$ cat src/cdm_pkg.sv
// ----------------------------------------------------------------------------
// cdm_pkg: shared types and constants for the concentric disk map unit
// Angle format: 2^29 units = pi/4, CORDIC datapath in Q.30.
// ----------------------------------------------------------------------------
package cdm_pkg;

  localparam int QuoBits = 30;   // ratio quotient, 2^29 = 1.0
  localparam int AngBits = 34;   // signed angle before quadrant reduction
  localparam int CorBits = 33;   // signed CORDIC x, y, z

  localparam logic [29:0]         KGain     = 30'h26DD3B6A;
  localparam logic [AngBits-1:0]  QuarterPi = 34'h0_2000_0000;

  // Wedge decision that travels with the divider
  typedef struct packed {
    logic [1:0] quad;   // base angle in units of pi/2
    logic       sub;    // subtract the ratio from the base
    logic       neg;    // numerator and denominator differ in sign
    logic       zero;   // center point, angle forced to zero
  } wedge_t;

  function automatic logic [29:0] atan_lut(input int unsigned idx);
    logic [29:0] val;
    case (idx)
      0:       val = 30'h20000000;
      1:       val = 30'h12E4051E;
      2:       val = 30'h09FB385B;
      3:       val = 30'h051111D4;
      4:       val = 30'h028B0D43;
      5:       val = 30'h0145D7E1;
      6:       val = 30'h00A2F61E;
      7:       val = 30'h00517C55;
      8:       val = 30'h0028BE53;
      9:       val = 30'h00145F2F;
      10:      val = 30'h000A2F98;
      11:      val = 30'h000517CC;
      12:      val = 30'h00028BE6;
      13:      val = 30'h000145F3;
      14:      val = 30'h0000A2F9;
      15:      val = 30'h0000517C;
      16:      val = 30'h000028BE;
      17:      val = 30'h0000145F;
      18:      val = 30'h00000A2F;
      19:      val = 30'h00000517;
      20:      val = 30'h0000028B;
      21:      val = 30'h00000145;
      22:      val = 30'h000000A2;
      default: val = 30'h00000051;
    endcase
    return val;
  endfunction

endpackage

$ cat src/cdm_div.sv
// ----------------------------------------------------------------------------
// cdm_div: pipelined restoring divider
// Forms (num * 2^29) / den, one quotient bit per stage, num <= den.
// ----------------------------------------------------------------------------
module cdm_div import cdm_pkg::*; #(
  parameter int SAMPLE_BITS = 16
) (
  input  logic                   clk_i,
  input  logic                   rst_ni,
  input  logic                   en_i,
  input  logic                   valid_i,
  input  logic [SAMPLE_BITS:0]   r_i,
  input  logic [SAMPLE_BITS:0]   num_i,
  input  logic [SAMPLE_BITS:0]   den_i,
  input  wedge_t                 info_i,
  output logic                   valid_o,
  output logic [SAMPLE_BITS:0]   r_o,
  output logic [QuoBits-1:0]     quo_o,
  output wedge_t                 info_o
);

  localparam int S = SAMPLE_BITS;
  localparam int W = S + 2;

  logic               vld_w  [QuoBits+1];
  logic [W-1:0]       rem_w  [QuoBits+1];
  logic [S:0]         den_w  [QuoBits+1];
  logic [S:0]         r_w    [QuoBits+1];
  logic [QuoBits-1:0] quo_w  [QuoBits+1];
  wedge_t             info_w [QuoBits+1];

  assign vld_w[0]  = valid_i;
  assign rem_w[0]  = {1'b0, num_i};
  assign den_w[0]  = den_i;
  assign r_w[0]    = r_i;
  assign quo_w[0]  = '0;
  assign info_w[0] = info_i;

  for (genvar s = 0; s < QuoBits; s++) begin : g_step
    logic               ge;
    logic [W-1:0]       diff;
    logic               vld_q;
    logic [W-1:0]       rem_q;
    logic [S:0]         den_q, r_q;
    logic [QuoBits-1:0] quo_q;
    wedge_t             info_q;

    assign ge   = rem_w[s] >= {1'b0, den_w[s]};
    assign diff = ge ? rem_w[s] - {1'b0, den_w[s]} : rem_w[s];

    always_ff @(posedge clk_i or negedge rst_ni) begin
      if (!rst_ni) begin
        vld_q <= 1'b0;
      end else if (en_i) begin
        vld_q <= vld_w[s];
      end
    end

    always_ff @(posedge clk_i) begin
      if (en_i) begin
        rem_q  <= {diff[W-2:0], 1'b0};
        den_q  <= den_w[s];
        r_q    <= r_w[s];
        quo_q  <= {quo_w[s][QuoBits-2:0], ge};
        info_q <= info_w[s];
      end
    end

    assign vld_w[s+1]  = vld_q;
    assign rem_w[s+1]  = rem_q;
    assign den_w[s+1]  = den_q;
    assign r_w[s+1]    = r_q;
    assign quo_w[s+1]  = quo_q;
    assign info_w[s+1] = info_q;
  end

  assign valid_o = vld_w[QuoBits];
  assign r_o     = r_w[QuoBits];
  assign quo_o   = quo_w[QuoBits];
  assign info_o  = info_w[QuoBits];

endmodule

$ cat config.mk
export PLATFORM = sky130hd
export DESIGN_NAME = cdm_div
export DESIGN_NICKNAME = d
export VERILOG_FILES = /design/src/cdm_pkg.sv /design/src/cdm_div.sv
export SDC_FILE = /design/constraint.sdc
export NUM_CORES = 2
export LEC_CHECK = 0
export ABC_AREA = 0
export BUFFER_PORTS_ARGS = -buffer_cell sky130_fd_sc_hd__buf_4
export CAP_MARGIN = 20
export CORE_UTILIZATION = 50
export CTS_CLUSTER_SIZE = 14
export DETAILED_ROUTE_END_ITERATION = 16
export PLACE_DENSITY = 0.75
export SYNTH_ARGS = -nofsm -noshare
export SYNTH_HDL_FRONTEND = slang
export SYNTH_SLANG_ARGS = --single-unit
export TNS_END_PERCENT = 30
$ cat constraint.sdc
create_clock -name clk_i -period 7.6 [get_ports clk_i]
set_clock_uncertainty 0.1 [all_clocks]
set_input_delay 1.52 -clock clk_i [delete_from_list [all_inputs] [get_ports clk_i]]
set_output_delay 1.52 -clock clk_i [all_outputs]
set_load 0.1 [all_outputs]
* After elaboration in Yosys (flattened, before gate mapping) *
Index checks and enable logic that the tools add are counted.

operators by class
  add/subtract/negate cells = 29
  magnitude comparators = 30
  multiplexer cells = 29

operators with widths
  cell                                                            number
  18-bit by 17-bit greater-or-equal comparator with 1-bit output  29
  17-bit two-way mux                                              29
  17-bit subtractor                                               29
  17-bit greater-or-equal comparator                              1

word-level totals
  bits in registers = 2141
  output and inout bits = 53
  input port bits = 60

* Longest topological paths before layout *
  depth after elaboration = 2
  mapped depth = 13
  mapped depth without buffers = 12

* Least setup slack after synthesis *
OpenSTA, ideal clock, no wires.

  path kind = input to register
  from = input den_i[1]
  to = register g_step[0].rem_q[10] (data pin)
  setup time = 260 ps
  setup slack = 3535 ps
  stages = 11
  arrival = 3705 ps
  buffers on the path = 1
  path through = inv_1 > ha_1 > nor2b_1 > o31a_1 > o2111ai_1 > a21boi_0 > o221ai_1 > a211oi_1 > o22ai_1 > clkbuf_1 > mux2_2

between the ends
  word-level cells in the longest chain between the ends = 2
  elaborated cells between the ends (all ways) = 3

ends and longest elaborated chain
  item                                                                            RTL line                      text
  start: declaration                                                              cdm_div.sv:14                 input logic [SAMPLE_BITS:0] den_i,
  17-bit subtractor / 17-bit greater-or-equal comparator (equally long branches)  cdm_div.sv:49, cdm_div.sv:48
  17-bit two-way mux (*)                                                          cdm_div.sv:49                 assign diff = ge ? rem_w[s] - {1'b0, den_w[s]} : rem_w[s];
  via g_step[0].diff[9]                                                           cdm_div.sv:41                 logic [W-1:0] diff;
  end signal: assignment                                                          cdm_div.sv:61                 rem_q <= {diff[W-2:0], 1'b0};
  end: declaration                                                                cdm_div.sv:43                 logic [W-1:0] rem_q;

The timed path passes the listed nets; every way through them passes the cells marked *.
A chain may end at the register's enable or synchronous reset.

* Final worst setup path *
  from = register g_step[24].den_q[2]
  to = register g_step[25].rem_q[13] (data pin)

between the ends
  word-level cells in the longest chain between the ends = 2
  elaborated cells between the ends (all ways) = 3

ends and longest elaborated chain
  item                                                                                                        RTL line                      text
  start: declaration                                                                                          cdm_div.sv:44                 logic [S:0] den_q, r_q;
  start signal: assignment                                                                                    cdm_div.sv:62                 den_q <= den_w[s];
  17-bit subtractor / 18-bit by 17-bit greater-or-equal comparator with 1-bit output (equally long branches)  cdm_div.sv:49, cdm_div.sv:48
  17-bit two-way mux (*)                                                                                      cdm_div.sv:49
  via g_step[25].diff[12]                                                                                     cdm_div.sv:41
  end signal: assignment                                                                                      cdm_div.sv:61
  end: declaration                                                                                            cdm_div.sv:43

Marked as above.

==> flow_summary.rst <==
.. list-table::
   :header-rows: 1

   * - Metric
     - Value
   * - Layout overhead on the synthesized area
     - 11.8%
   * - Total number of yosys warnings
     - 0
   * - Share of the yosys chip area belonging to registers
     - 68.4%
   * - Die extent in y
     - 435 um
   * - Placer's final routability congestion estimate
     - 0.885
   * - TritonCTS clock tree
     - built
   * - Wire length per cell
     - 16.8 um
   * - Slew Limit Fails
     - 0
   * - Total number of vias
     - 49500
   * - Post-Synthesis Cells
     - 6278
   * - Root Buffer
     - sky130_fd_sc_hd__clkbuf_16
   * - Setup slack after placement
     - 3.11 ns
   * - Worst setup path endpoint
     - g_step[25].rem_q[13]
   * - Worst flop-to-flop path endpoint
     - g_step[25].rem_q[13]
   * - Top flip-flop cell by instance count after synthesis
     - sky130_fd_sc_hd__edfxtp_1
   * - Average cell area after synthesis
     - 14.9 sq um
   * - Maximum number of pins on one net before global-route repair
     - 197
   * - H-tree depth
     - 4
   * - DRT iter0 DRCs
     - 3299
   * - Ys async rst share
     - 1.40%
   * - Endpoint arrival time on the critical path
     - 4.29 ns
   * - Cts repair resizes
     - 0
   * - Global-route total usage across every layer
     - 16.4%
   * - Final cell count without fillers
     - 9240
   * - Number of buffers added to fix hold violations after cts
     - 0
   * - Aggregate global routing overflow
     - 0
   * - Met3 routed wirelength
     - 6120 um
   * - Die width
     - 435 um
   * - Post-layout worst setup margin
     - 3.82 ns
   * - Total CTS buffers
     - 217
   * - Post-route DRC violation count
     - 0
   * - # setup viols final
     - 0
   * - Final core utilization
     - 56.4%
   * - Highest achievable clock rate
     - 265 MHz
   * - Final Net Count
     - 7178
   * - Clock latency at the later pin of the worst-skew pair
     - 0.87 ns
   * - Flop-to-flop setup slack
     - 3.82 ns
   * - Clock transition at the registers of the reported paths
     - 0.06 ns
   * - Leak Pwr
     - 40.6 nW
   * - Startpoint kind of the worst setup timing path
     - register
   * - Sum of routed wire segments on met1
     - 67400 um
   * - Source of the worst register-to-register timing path
     - g_step[24].den_q[2]
   * - Largest driver fanout on the critical path
     - 30
   * - Total length of routed met2 wires
     - 76300 um
   * - Area of the die
     - 189000 sq um
   * - Number of buffers inserted by port buffering
     - 112
   * - Top-level port count
     - 113
   * - Number of library cell types mapped by synthesis
     - 80
   * - Power per Cell Area
     - 393 nW/um^2
   * - Wire length of the first global-routing pass
     - 254000 um
   * - Site Rows
     - 158
   * - Reported max-cap violation count
     - 0
   * - Post-Syn Area
     - 93800 sq um
   * - First drt pass iteration count
     - 6
   * - Setup repair after global routing missed its margin
     - false
   * - Most instantiated library cell after synthesis
     - sky130_fd_sc_hd__edfxtp_1
   * - Maximum ir drop on the vdd rail
     - 218 uV
   * - Total Neg Setup Slack
     - 0 ns
   * - Yosys top cell by area
     - sky130_fd_sc_hd__edfxtp_1
   * - Final min period
     - 3.78 ns
   * - Post-synthesis register bit count
     - 2141
   * - Placed insts
     - 8839
   * - Hold violation total from the final report
     - 0
   * - Area of the core
     - 186000 sq um
   * - Antenna violations before repair
     - 1
   * - Number of synthesized flops with an enable pin
     - 2111
   * - Effective utilization at floorplan
     - 50.5%
   * - Largest buffer count on any clock path
     - 3
   * - Count of nets left with antenna violations after detail routing
     - 0
   * - Synth top area cells
     - sky130_fd_sc_hd__edfxtp_1, sky130_fd_sc_hd__ha_1, sky130_fd_sc_hd__mux2_2
   * - Buffer count from post-CTS setup fixing
     - 0
   * - Class of the worst hold path
     - register to register
   * - Overall routed net length
     - 155000 um
   * - # fillers
     - 14300
   * - Clock sink count
     - 2141
   * - Fraction of synthesized cell area taken by the top area cell type
     - 67.6%
   * - Worst slew slack as a fraction of its limit
     - 27.4%
   * - WP data required
     - 8.12 ns
   * - Status
     - complete, no violations
   * - Via count of the first global-routing pass
     - 50000
   * - Number of nets produced by synthesis
     - 6876
   * - Endpoint kind of the worst setup timing path
     - register
   * - Synth cell count leaders
     - sky130_fd_sc_hd__edfxtp_1, sky130_fd_sc_hd__inv_1, sky130_fd_sc_hd__ha_1
   * - Kind of critical path
     - register to register
   * - Number of cell instances on the worst register-to-register path
     - 10
   * - Final worst-path cycle share
     - 49.7%
   * - Final worst hold slack
     - 0.299 ns
   * - Source of the critical timing path
     - g_step[24].den_q[2]
   * - Highest routed metal layer
     - met4
   * - Worst-Margin Slew
     - 1.09 ns
   * - Share of post-route cells with drive strength above 1
     - 12.5%
   * - Via/cell ratio
     - 5.36
   * - HPWL Detailed
     - 103000 um
## how the worst min path moves through the flow
stage	from	to	slack, ns	depth (start not counted)
4_1_cts	g_step[13].quo_q[0]	g_step[14].quo_q[1]	0.30	0
6_report	g_step[16].quo_q[12]	g_step[17].quo_q[13]	0.30	0
3_3_place_gp	g_step[26].quo_q[25]	g_step[27].quo_q[26]	0.30	0
5_1_grt	g_step[17].quo_q[14]	g_step[18].quo_q[15]	0.30	0
3_5_place_dp	g_step[9].r_q[16]	g_step[10].r_q[16]	0.30	0
2_1_floorplan	g_step[9].info_q[0]	g_step[10].info_q[0]	0.30	0
## worst max-delay path, cell delays in order (launching register included)
cell and delay [ns]:
sky130_fd_sc_hd__edfxtp_1 0.45, sky130_fd_sc_hd__inv_1 0.07, sky130_fd_sc_hd__ha_1 0.33, sky130_fd_sc_hd__nor2b_1 0.15, sky130_fd_sc_hd__o21ai_0 0.26, sky130_fd_sc_hd__a21boi_0 0.14, sky130_fd_sc_hd__o21ai_0 0.22, sky130_fd_sc_hd__nor2b_1 0.38
sky130_fd_sc_hd__a21oi_1 0.13, sky130_fd_sc_hd__a2111o_1 0.83, sky130_fd_sc_hd__mux2_4 0.45
## cells in the final DEF (no fill, tap or decap), drive strengths merged, types with 24 or more instances in the layout
master     n
nand2b    60
a21oi    342
and4      25
nor2     285
and2      24
nor2b     75
nand3     72
mux2i     27
nand2    224
inv      636
nand4     36
fa        29
ha       509
o21ai    248
o21bai    39
edfxtp  2111
xnor2    261
xor2     133
clkinv    86
and3      40
buf      157
dfrtp     30
a211oi    29
o21a      66
nor3      65
a31oi     54
mux2     330
a21o     193
clkbuf   274
## state kept, by name, summed over array words and instances (netlist names)
register and count:
valid_o 1, quo_o 30, g_step.rem_q 493, g_step.vld_q 29, r_o 17, g_step.quo_q 435
g_step.den_q 493, g_step.r_q 493, info_o 5, g_step.info_q 145
## cells by family (layout without fill, tap and decap cells)
family	after synthesis	in the layout	share of synthesized area, %
AND/OR/NAND/NOR	973	973	5.10
buffers and inverters	702	1182	2.92
XOR/XNOR	394	394	3.68
multiplexers	357	357	4.26
adder cells (fa/ha/maj)	538	538	7.41
AO/OA/AOI/OAI	1173	1173	8.24
flip-flops	2141	2141	68.4
other	0	2	0
## power breakdown
part	total [mW]	internal (mW)	switching, mW	leakage [nW]
clock	10.4	5.89	4.48	3.37
combinational	13.7	6.43	7.28	16.2
sequential	17.1	16.0	1.09	21.0
total	41.2	28.4	12.8	40.6
## per-stage QoR
| stage | power (mW) | area, sq um |
|---|---|---|
| floorplan | 27.7 | 93800 |
| global placement | 30.4 | 97800 |
| global route | 43.7 | 105000 |
| finish | 41.2 | 105000 |
| CTS | 41.5 | 105000 |
| detailed placement | 30.9 | 97800 |
## metal layers
metal | track usage (%) | vias to the layer above
met2 | 28.0 | 972
met3 | 2.64 | 327
met1 | 20.8 | 24200
met5 | 0 | -
li1 | - | 24000
met4 | 6.52 | 0
## final cells by class
type	count	area, sq um	share of cell area [%]
Multi-Input combinational cell	3435	26900	25.7
Antenna cell	2	5.00	0.00477
Tap cell	2480	3100	2.96
Timing Repair Buffer	157	1310	1.25
Clock buffer	274	5710	5.44
Sequential cell	2141	64100	61.2
Clock inverter	123	1320	1.26
Inverter	628	2360	2.25
(Power assumes the default switching activity.)
