### config.mk
export PLATFORM = sky130hd
export DESIGN_NAME = cdm_lift
export DESIGN_NICKNAME = d
export VERILOG_FILES = /design/src/cdm_pkg.sv /design/src/cdm_lift.sv
export SDC_FILE = /design/constraint.sdc
export NUM_CORES = 2
export LEC_CHECK = 0
export BUFFER_PORTS_ARGS = -buffer_cell sky130_fd_sc_hd__buf_2
export CORE_MARGIN = 4
export CORE_UTILIZATION = 30
export CTS_BUF_LIST = sky130_fd_sc_hd__clkbuf_4
export DETAILED_ROUTE_END_ITERATION = 10
export HOLD_SLACK_MARGIN = 0.15
export SLEW_MARGIN = 5
export SYNTH_ARGS = -nofsm -noshare
export SYNTH_HDL_FRONTEND = slang
export SYNTH_SLANG_ARGS = --single-unit
### constraint.sdc
create_clock -name clk_i -period 6.1 [get_ports clk_i]
set_input_delay 0.915 -clock clk_i [delete_from_list [all_inputs] [get_ports clk_i]]
set_output_delay 0.915 -clock clk_i [all_outputs]
set_load 0.01 [all_outputs]
### src/cdm_pkg.sv
// ----------------------------------------------------------------------------
// cdm_pkg: shared types and constants for the concentric disk map unit
// Angle format: 2^29 units = pi/4, CORDIC datapath in Q.30.
// ----------------------------------------------------------------------------
package cdm_pkg;

  localparam int QuoBits = 30;   // ratio quotient, 2^29 = 1.0
  localparam int AngBits = 34;   // signed angle before quadrant reduction
  localparam int CorBits = 33;   // signed CORDIC x, y, z

  localparam logic [29:0]         KGain     = 30'h26DD3B6A;
  localparam logic [AngBits-1:0]  QuarterPi = 34'h0_2000_0000;

  // Wedge decision that travels with the divider
  typedef struct packed {
    logic [1:0] quad;   // base angle in units of pi/2
    logic       sub;    // subtract the ratio from the base
    logic       neg;    // numerator and denominator differ in sign
    logic       zero;   // center point, angle forced to zero
  } wedge_t;

  function automatic logic [29:0] atan_lut(input int unsigned idx);
    logic [29:0] val;
    case (idx)
      0:       val = 30'h20000000;
      1:       val = 30'h12E4051E;
      2:       val = 30'h09FB385B;
      3:       val = 30'h051111D4;
      4:       val = 30'h028B0D43;
      5:       val = 30'h0145D7E1;
      6:       val = 30'h00A2F61E;
      7:       val = 30'h00517C55;
      8:       val = 30'h0028BE53;
      9:       val = 30'h00145F2F;
      10:      val = 30'h000A2F98;
      11:      val = 30'h000517CC;
      12:      val = 30'h00028BE6;
      13:      val = 30'h000145F3;
      14:      val = 30'h0000A2F9;
      15:      val = 30'h0000517C;
      16:      val = 30'h000028BE;
      17:      val = 30'h0000145F;
      18:      val = 30'h00000A2F;
      19:      val = 30'h00000517;
      20:      val = 30'h0000028B;
      21:      val = 30'h00000145;
      22:      val = 30'h000000A2;
      default: val = 30'h00000051;
    endcase
    return val;
  endfunction

endpackage

### src/cdm_lift.sv
// ----------------------------------------------------------------------------
// cdm_lift: hemisphere height
// Squares, radicand, then a pipelined bit-pair square root.
// ----------------------------------------------------------------------------
module cdm_lift import cdm_pkg::*; (
  input  logic               clk_i,
  input  logic               rst_ni,
  input  logic               en_i,
  input  logic               valid_i,
  input  logic signed [15:0] x_i,
  input  logic signed [15:0] y_i,
  input  logic               mode_i,
  output logic               valid_o,
  output logic signed [15:0] x_o,
  output logic signed [15:0] y_o,
  output logic [14:0]        z_o
);

  localparam int Roots = 16;

  logic               v1_q, v2_q;
  logic signed [31:0] xx_q, yy_q;
  logic signed [15:0] x1_q, y1_q, x2_q, y2_q;
  logic signed [33:0] rem;
  logic [30:0]        rad_q;

  always_comb begin
    rem = signed'(34'h0_4000_0000) - signed'({{2{xx_q[31]}}, xx_q})
        - signed'({{2{yy_q[31]}}, yy_q});
  end

  always_ff @(posedge clk_i or negedge rst_ni) begin
    if (!rst_ni) begin
      v1_q <= 1'b0;
      v2_q <= 1'b0;
    end else if (en_i) begin
      v1_q <= valid_i;
      v2_q <= v1_q;
    end
  end

  always_ff @(posedge clk_i) begin
    if (en_i) begin
      xx_q  <= x_i * x_i;
      yy_q  <= y_i * y_i;
      x1_q  <= x_i;
      y1_q  <= y_i;
      rad_q <= (rem > 0) ? rem[30:0] : '0;
      x2_q  <= x1_q;
      y2_q  <= y1_q;
    end
  end

  logic               v_w   [Roots+1];
  logic [30:0]        rv_w  [Roots+1];
  logic [31:0]        res_w [Roots+1];
  logic signed [15:0] x_w   [Roots+1];
  logic signed [15:0] y_w   [Roots+1];

  assign v_w[0]   = v2_q;
  assign rv_w[0]  = rad_q;
  assign res_w[0] = '0;
  assign x_w[0]   = x2_q;
  assign y_w[0]   = y2_q;

  for (genvar i = 0; i < Roots; i++) begin : g_root
    logic [31:0]        bitv, sum;
    logic               ge;
    logic               v_q;
    logic [30:0]        rv_q;
    logic [31:0]        res_q;
    logic signed [15:0] x_q, y_q;

    assign bitv = 32'(1) << (30 - 2 * i);
    assign sum  = res_w[i] + bitv;
    assign ge   = {1'b0, rv_w[i]} >= sum;

    always_ff @(posedge clk_i or negedge rst_ni) begin
      if (!rst_ni) begin
        v_q <= 1'b0;
      end else if (en_i) begin
        v_q <= v_w[i];
      end
    end

    always_ff @(posedge clk_i) begin
      if (en_i) begin
        rv_q  <= ge ? rv_w[i] - sum[30:0] : rv_w[i];
        res_q <= ge ? (res_w[i] >> 1) + bitv : res_w[i] >> 1;
        x_q   <= x_w[i];
        y_q   <= y_w[i];
      end
    end

    assign v_w[i+1]   = v_q;
    assign rv_w[i+1]  = rv_q;
    assign res_w[i+1] = res_q;
    assign x_w[i+1]   = x_q;
    assign y_w[i+1]   = y_q;
  end

  logic [14:0] z_sat;

  // the root reaches 2^15 only at the center point: clamp it
  assign z_sat   = (res_w[Roots][31:15] != '0) ? 15'h7FFF : res_w[Roots][14:0];
  assign z_o     = mode_i ? z_sat : '0;
  assign valid_o = v_w[Roots];
  assign x_o     = x_w[Roots];
  assign y_o     = y_w[Roots];

endmodule

======== Word-level counts from Yosys, hierarchy flattened ========
Index checks and enable logic that the tools add are counted.
operators by class
  multipliers ............................. 2
  reduce and logical (&&, ||, !) cells .... 1
  order comparisons ....................... 17
  add/subtract/negate cells ............... 47
  multiplexer cells ....................... 33
operators with widths
  kind                                                             number
  2-to-1 mux 31 bit                                                31
  >= comparator 31 x 32 -> 1 bit                                   15
  subtractor 31 bit                                                14
  multiplier 16 x 16 -> 32 bit                                     2
  greater-than comparator 34 x 1 -> 1 bit (second input constant)  1
  subtractor 33 x 32 -> 34 bit                                     1
  subtractor 32 x 32 -> 33 bit (first input constant)              1
  adder 31 x 1 -> 32 bit (second input constant)                   1
  adder 31 x 11 -> 32 bit (second input constant)                  1
  adder 31 x 13 -> 32 bit (second input constant)                  1
  adder 31 x 15 -> 32 bit (second input constant)                  1
  adder 31 x 17 -> 32 bit (second input constant)                  1
  adder 31 x 19 -> 32 bit (second input constant)                  1
  adder 31 x 21 -> 32 bit (second input constant)                  1
  adder 31 x 23 -> 32 bit (second input constant)                  1
  adder 31 x 25 -> 32 bit (second input constant)                  1
  adder 31 x 27 -> 32 bit (second input constant)                  1
  adder 31 x 29 -> 32 bit (second input constant)                  1
  adder 31 x 3 -> 32 bit (second input constant)                   1
  adder 31 x 5 -> 32 bit (second input constant)                   1
  adder 31 x 7 -> 32 bit (second input constant)                   1
  adder 31 x 9 -> 32 bit (second input constant)                   1
  adder 32 x 1 -> 32 bit (second input constant)                   1
  adder 32 x 11 -> 32 bit (second input constant)                  1
  other kinds (17)                                                 18
word-level totals
  register bits after elaboration ......... 1666
  word-level logic and storage cells ...... 203

======== Logic depth before layout (Yosys ltp) ========
  word-level depth ........................ 3
  depth in mapped cells ................... 27
  gate-level depth less buffers ........... 26

======== Worst setup path after synthesis ========
Ideal clock, no wire load.
  path kind ............................... in2reg
  start ................................... input port y_i[4]
  end ..................................... register yy_q[31] (data pin)
  buffers on the path ..................... 2
  setup slack ............................. -943 ps
  arrival ................................. 6783 ps
  setup time .............................. 260 ps
  stages .................................. 23
  required time ........................... 5840 ps
  cells stage by stage .................... clkbuf_1 -> clkbuf_1 -> nand2_1 -> fa_1 -> fa_1 -> fa_1 -> inv_1 -> fa_1 -> fa_1 -> inv_1 -> fa_1 -> inv_1 -> ha_1 -> nand4_1 -> or2_2 -> nor2_1 -> a211oi_1 -> o311a_1 -> o31ai_1 -> o41ai_1 -> o21bai_1 -> a21oi_1 -> xnor2_1
between the ends
  word-level cells in the longest chain between the ends .. 1
RTL lines
  item                          line            source
  start, declared               cdm_lift.sv:11  input logic signed [15:0] y_i,
  multiplier 16 x 16 -> 32 bit  cdm_lift.sv:45  yy_q <= y_i * y_i;
  end signal, assigned          cdm_lift.sv:45
  end, declared                 cdm_lift.sv:22  logic signed [31:0] xx_q, yy_q;
Every way passes these cells.
A chain may end at the register's enable or synchronous reset.

======== Worst setup path after layout ========
  start ................................... input port y_i[8]
  end ..................................... register yy_q[31] (data pin)
Same word-level chain as after synthesis.

==> impl.org <==
** Yosys
- Prevailing post-synth register cell :: sky130_fd_sc_hd__edfxtp_1
- Syn Nets :: 6135
- For this run, the number of Yosys warnings is 0.
- Async set or reset register ratio after synthesis :: 1.40%
- Post-synthesis average cell area :: 13.2 sq um
- After synthesis the netlist holds a flip-flop and latch count of 1286.
- Proportion of synthesized chip area in sequential cells :: 55.7%
- After synthesis, the largest area contributor takes up 55.1% of total cell area.
- Largest area contributor in the synthesized netlist :: sky130_fd_sc_hd__edfxtp_1
- Synthesis produced a netlist whose cell count is 5232.
- Distinct cell type count of the synthesized netlist :: 86
- Sorting the synthesized cells by area gives the leading types as sky130_fd_sc_hd__edfxtp_1 (55%), sky130_fd_sc_hd__fa_1 (14%), sky130_fd_sc_hd__ha_1 (7.2%).
- Post-Syn Area :: 69100 sq um
- Yosys mapped a number of flops with a built-in enable equal to 1268.

** Die
- Number of standard-cell rows in the floorplan :: 175
- Chip width :: 488 um
- Number of top-level pins :: 85
- Vert. Die Dim :: 488 um
- The floorplan step defined a die boundary enclosing 238000 sq um.
- Std-Cell Core Area :: 228000 sq um
- Starting density of the core :: 30.3%

** GRT
- Total global-route track usage :: 10.7%
- Pin count of the biggest net entering global routing :: 132
- Vias in the first global route :: 43200
- First-pass GRT wire length :: 210000 um
- Global route overflow :: 0
- The initial antenna violation count came to 4.

** Setup path
- Data arrival, critical path :: 7.06 ns
- Critical Path Max Stage Delay :: 0.55 ns
- At the worst endpoint, the required time is 7.05 ns.
- R2r startpoint :: yy_q[5]$_DFFE_PP_
- Across all register-to-register paths, the minimum setup slack is 1.42 ns.
- The worst setup path is captured at a register.
- Depth of the critical timing path with buffers and inverters included :: 25
- In this run the worst path has a maximum fanout of 9.
- For the worst flop-to-flop path, the logic depth is 13.
- Critical path launch point type :: primary input
- The critical path contains buffers and inverters numbering 7 combined.
- Setup Crit Path Kind :: primary input to register
- The worst register-to-register path ends at rad_q[25]$_SDFFCE_PP0P_.
- The kind of cell with the highest combined delay along the critical path is adder cells.
- Crit path max-delay cell type :: sky130_fd_sc_hd__dlygate4sd3_1

** Timing
- Total setup violations reported at the end of the flow :: 3
- The number of max-slew violations in the final report is 0.
- Final worst clock skew :: 0.133 ns
- After layout, the minimum clock period comes to 6.12 ns.
- Across all setup checks in the final design, the least slack found is -0.0181 ns.
- Based on the critical path, the design can be clocked at up to 163 MHz.
- Final hold viol count :: 0
- Slew at the pin closest to its max-slew limit :: 1.03 ns
- Share of the cycle needed by the critical path after routing :: 100%
- Rel. slew slack :: 30.7%
- RSZ-0062 raised after global routing :: true
- Accumulated negative setup slack :: -0.0342 ns

** Route
- Iter 0 DRT Violations :: 1570
- Count of vias placed by the detailed router :: 40200
- The detailed router put a total of 52000 um of wire on met1.
- Top metal layer carrying routed signals :: met4
- Dividing the detail-routed via count by the number of cells gives 4.32.
- Post-detailed-route count of antenna-violating nets :: 0
- Routed WL per cell :: 13.6 um
- After detailed routing, the total wire length is 126000 um.
- In the detailed route, the total length drawn on met3 is 4750 um.
- Count of unresolved DRC violations after routing :: 0
- First-pass iteration count of the detailed router :: 5
- The routed design uses 63800 um of met2 wire.

** CTS
- Clock transition at the register clock pins on the worst setup and hold paths after CTS :: 0.06 ns
- The number of clock buffers added by TritonCTS is 355.
- The clock net in this run drives a total of 1286 sinks.
- At the later pin of the worst-skew pair, clock insertion delay measures 1.24 ns.
- Max H-tree Level :: 5
- Library cell used as clock root buffer :: sky130_fd_sc_hd__clkbuf_4
- TritonCTS built the clock tree.
- Buffers from clock root to sink, at most :: 4

** Placement
- The HPWL after detailed placement is 94000 um.
- Placed cells :: 8644
- Routability-driven placement finished with a final weighted congestion of 0.887.
- Port buffering added 84 buffers.
- Worst slack, placed :: -0.885 ns
- Summing all placed instances gives a cell area of 76800 sq um.

** Layout
- FF+latch area :: 38500 sq um
- The finished cells cover 81800 sq um.
- Most common cell after layout, fill and taps aside :: sky130_fd_sc_hd__edfxtp_1
- Count of placed standard cells in the final layout, fillers left out :: 9296
- Fraction of layout instances using a drive strength above 1 :: 20.5%
- The library cells used most frequently in the layout, excluding fill and tap cells, are sky130_fd_sc_hd__edfxtp_1 (1268), sky130_fd_sc_hd__inv_1 (966), sky130_fd_sc_hd__clkbuf_4 (511).
- Number of filler instances in the final layout :: 22200
- Multi-input gate area :: 27300 sq um
- NumNets Final :: 6943
- From synthesis to final layout, the design area changed by 18.4%.

** Min path
- Hold Path Depth :: 0
- For hold timing, the worst endpoint is x2_q[1]$_DFFE_PP_.
- Worst hold start :: x1_q[1]$_DFFE_PP_
- Tightest Hold Check Type :: register to register

** Flow run
- The tool flagged a number of max-cap violations equal to 0.

** Run status
- The checks that failed: setup timing.
- The flow ran to the end, but the final reports show violations.
==> registers in the layout, indices dropped and copies added, names as in the netlist, 15 cells and up <==
register / count
x1_q: 15
y1_q: 15
y_o: 16
xx_q: 31
g_root.v_q: 15
x2_q: 16
g_root.x_q: 240
g_root.res_q: 136
yy_q: 31
y2_q: 16
rad_q: 31
g_root.y_q: 240
x_o: 16
g_root.rv_q: 465
==> final cells by class <==
cell class / instances / share of cell area [%]
Inverter: 1003 / 4.63
Timing Repair Buffer: 531 / 5.08
Clock buffer: 507 / 4.65
Sequential cell: 1286 / 47.1
Clock inverter: 87 / 0.586
Antenna cell: 10 / 0.0306
Multi-Input combinational cell: 2863 / 33.4
Tap cell: 3009 / 4.60
==> kinds of logic (layout without fill, tap and decap cells) <==
| kind of cell | Yosys count | in the layout | synth area share (%) |
|---|---|---|---|
| AO/OA/AOI/OAI | 626 | 626 | 5.77 |
| XOR/XNOR | 265 | 265 | 3.36 |
| adder cells (fa/ha/maj) | 866 | 866 | 20.8 |
| buffers and inverters | 1083 | 2128 | 5.93 |
| flip-flops | 1286 | 1286 | 55.7 |
| multiplexers | 48 | 48 | 0.769 |
| other | 1 | 11 | 0.00543 |
| AND/OR/NAND/NOR | 1057 | 1057 | 7.66 |
==> routing by layer <==
metal | up-vias | GRT usage, %
met2 | 687 | 19.0
met1 | 19400 | 12.2
met5 | - | 0
met4 | 0 | 5.48
li1 | 19700 | -
met3 | 341 | 2.23
==> Yosys cell counts (all sizes together), types with 7 or more instances <==
cell,instances
o21ai,154
a2111oi,8
mux2,38
nor3,92
nor4b,19
xor2,104
dfrtp,18
nor2,221
a21oi,160
fa,468
and3,38
xnor2,161
nand2b,35
or2,16
nand3,47
buf,7
o31ai,36
or4,13
nand2,320
inv,999
a31oi,18
edfxtp,1268
o211ai,12
a21boi,21
mux2i,10
a211oi,22
clkbuf,73
nor3b,9
a31o,8
and2,72
nor2b,29
o21bai,18
ha,398
or3,27
a21o,64
nor4,59
nand4b,14
o21a,58
nand4,22
==> timing repair <==
| item | 4_1_cts | 5_1_grt |
|---|---|---|
| buffers inserted | 0 | 20 |
| endpoints found under the setup margin | 0 | 12 |
| gates resized for setup | 0 | 89 |
| hold endpoints to repair | 120 | 0 |
| hold buffers | 31 | 0 |
==> through the flow <==
stage | hold slack (ns) | util, %
after global routing | 0.139 | 35.8
final | 0.290 | 35.8
after global placement | 0.401 | 33.6
after detailed placement | 0.405 | 33.6
after CTS | 0.156 | 35.6
after floorplan | 0.400 | -
==> worst register-to-register path, stage by stage, from the launching register on <==
cell and delay [ns]:
sky130_fd_sc_hd__edfxtp_1 0.36, sky130_fd_sc_hd__inv_1 0.16, sky130_fd_sc_hd__ha_1 0.27, sky130_fd_sc_hd__ha_1 0.38
sky130_fd_sc_hd__and3_1 0.19, sky130_fd_sc_hd__o21ai_0 0.33, sky130_fd_sc_hd__and3_1 0.23, sky130_fd_sc_hd__o31ai_1 0.11
sky130_fd_sc_hd__a211oi_1 0.40, sky130_fd_sc_hd__o211ai_1 0.25, sky130_fd_sc_hd__a221o_1 0.40, sky130_fd_sc_hd__a211o_1 0.49
sky130_fd_sc_hd__nand2_1 0.59, sky130_fd_sc_hd__and4b_1 0.27
==> how the worst max path moves through the flow <==
stage | startpoint | endpoint | slack [ns]
after floorplan | y_i[8] | yy_q[31]$_DFFE_PP_ | -0.36
after global placement | y_i[2] | yy_q[30]$_DFFE_PP_ | -0.88
after detailed placement | y_i[15] | yy_q[30]$_DFFE_PP_ | -0.88
after CTS | y_i[15] | yy_q[30]$_DFFE_PP_ | 0.04
after global routing | y_i[9] | yy_q[31]$_DFFE_PP_ | -0.04
final | y_i[8] | yy_q[31]$_DFFE_PP_ | -0.02
Power is left out: the tool's default activity adds up to more than one toggle a clock period on the data nets, which glitch-free logic cannot reach.
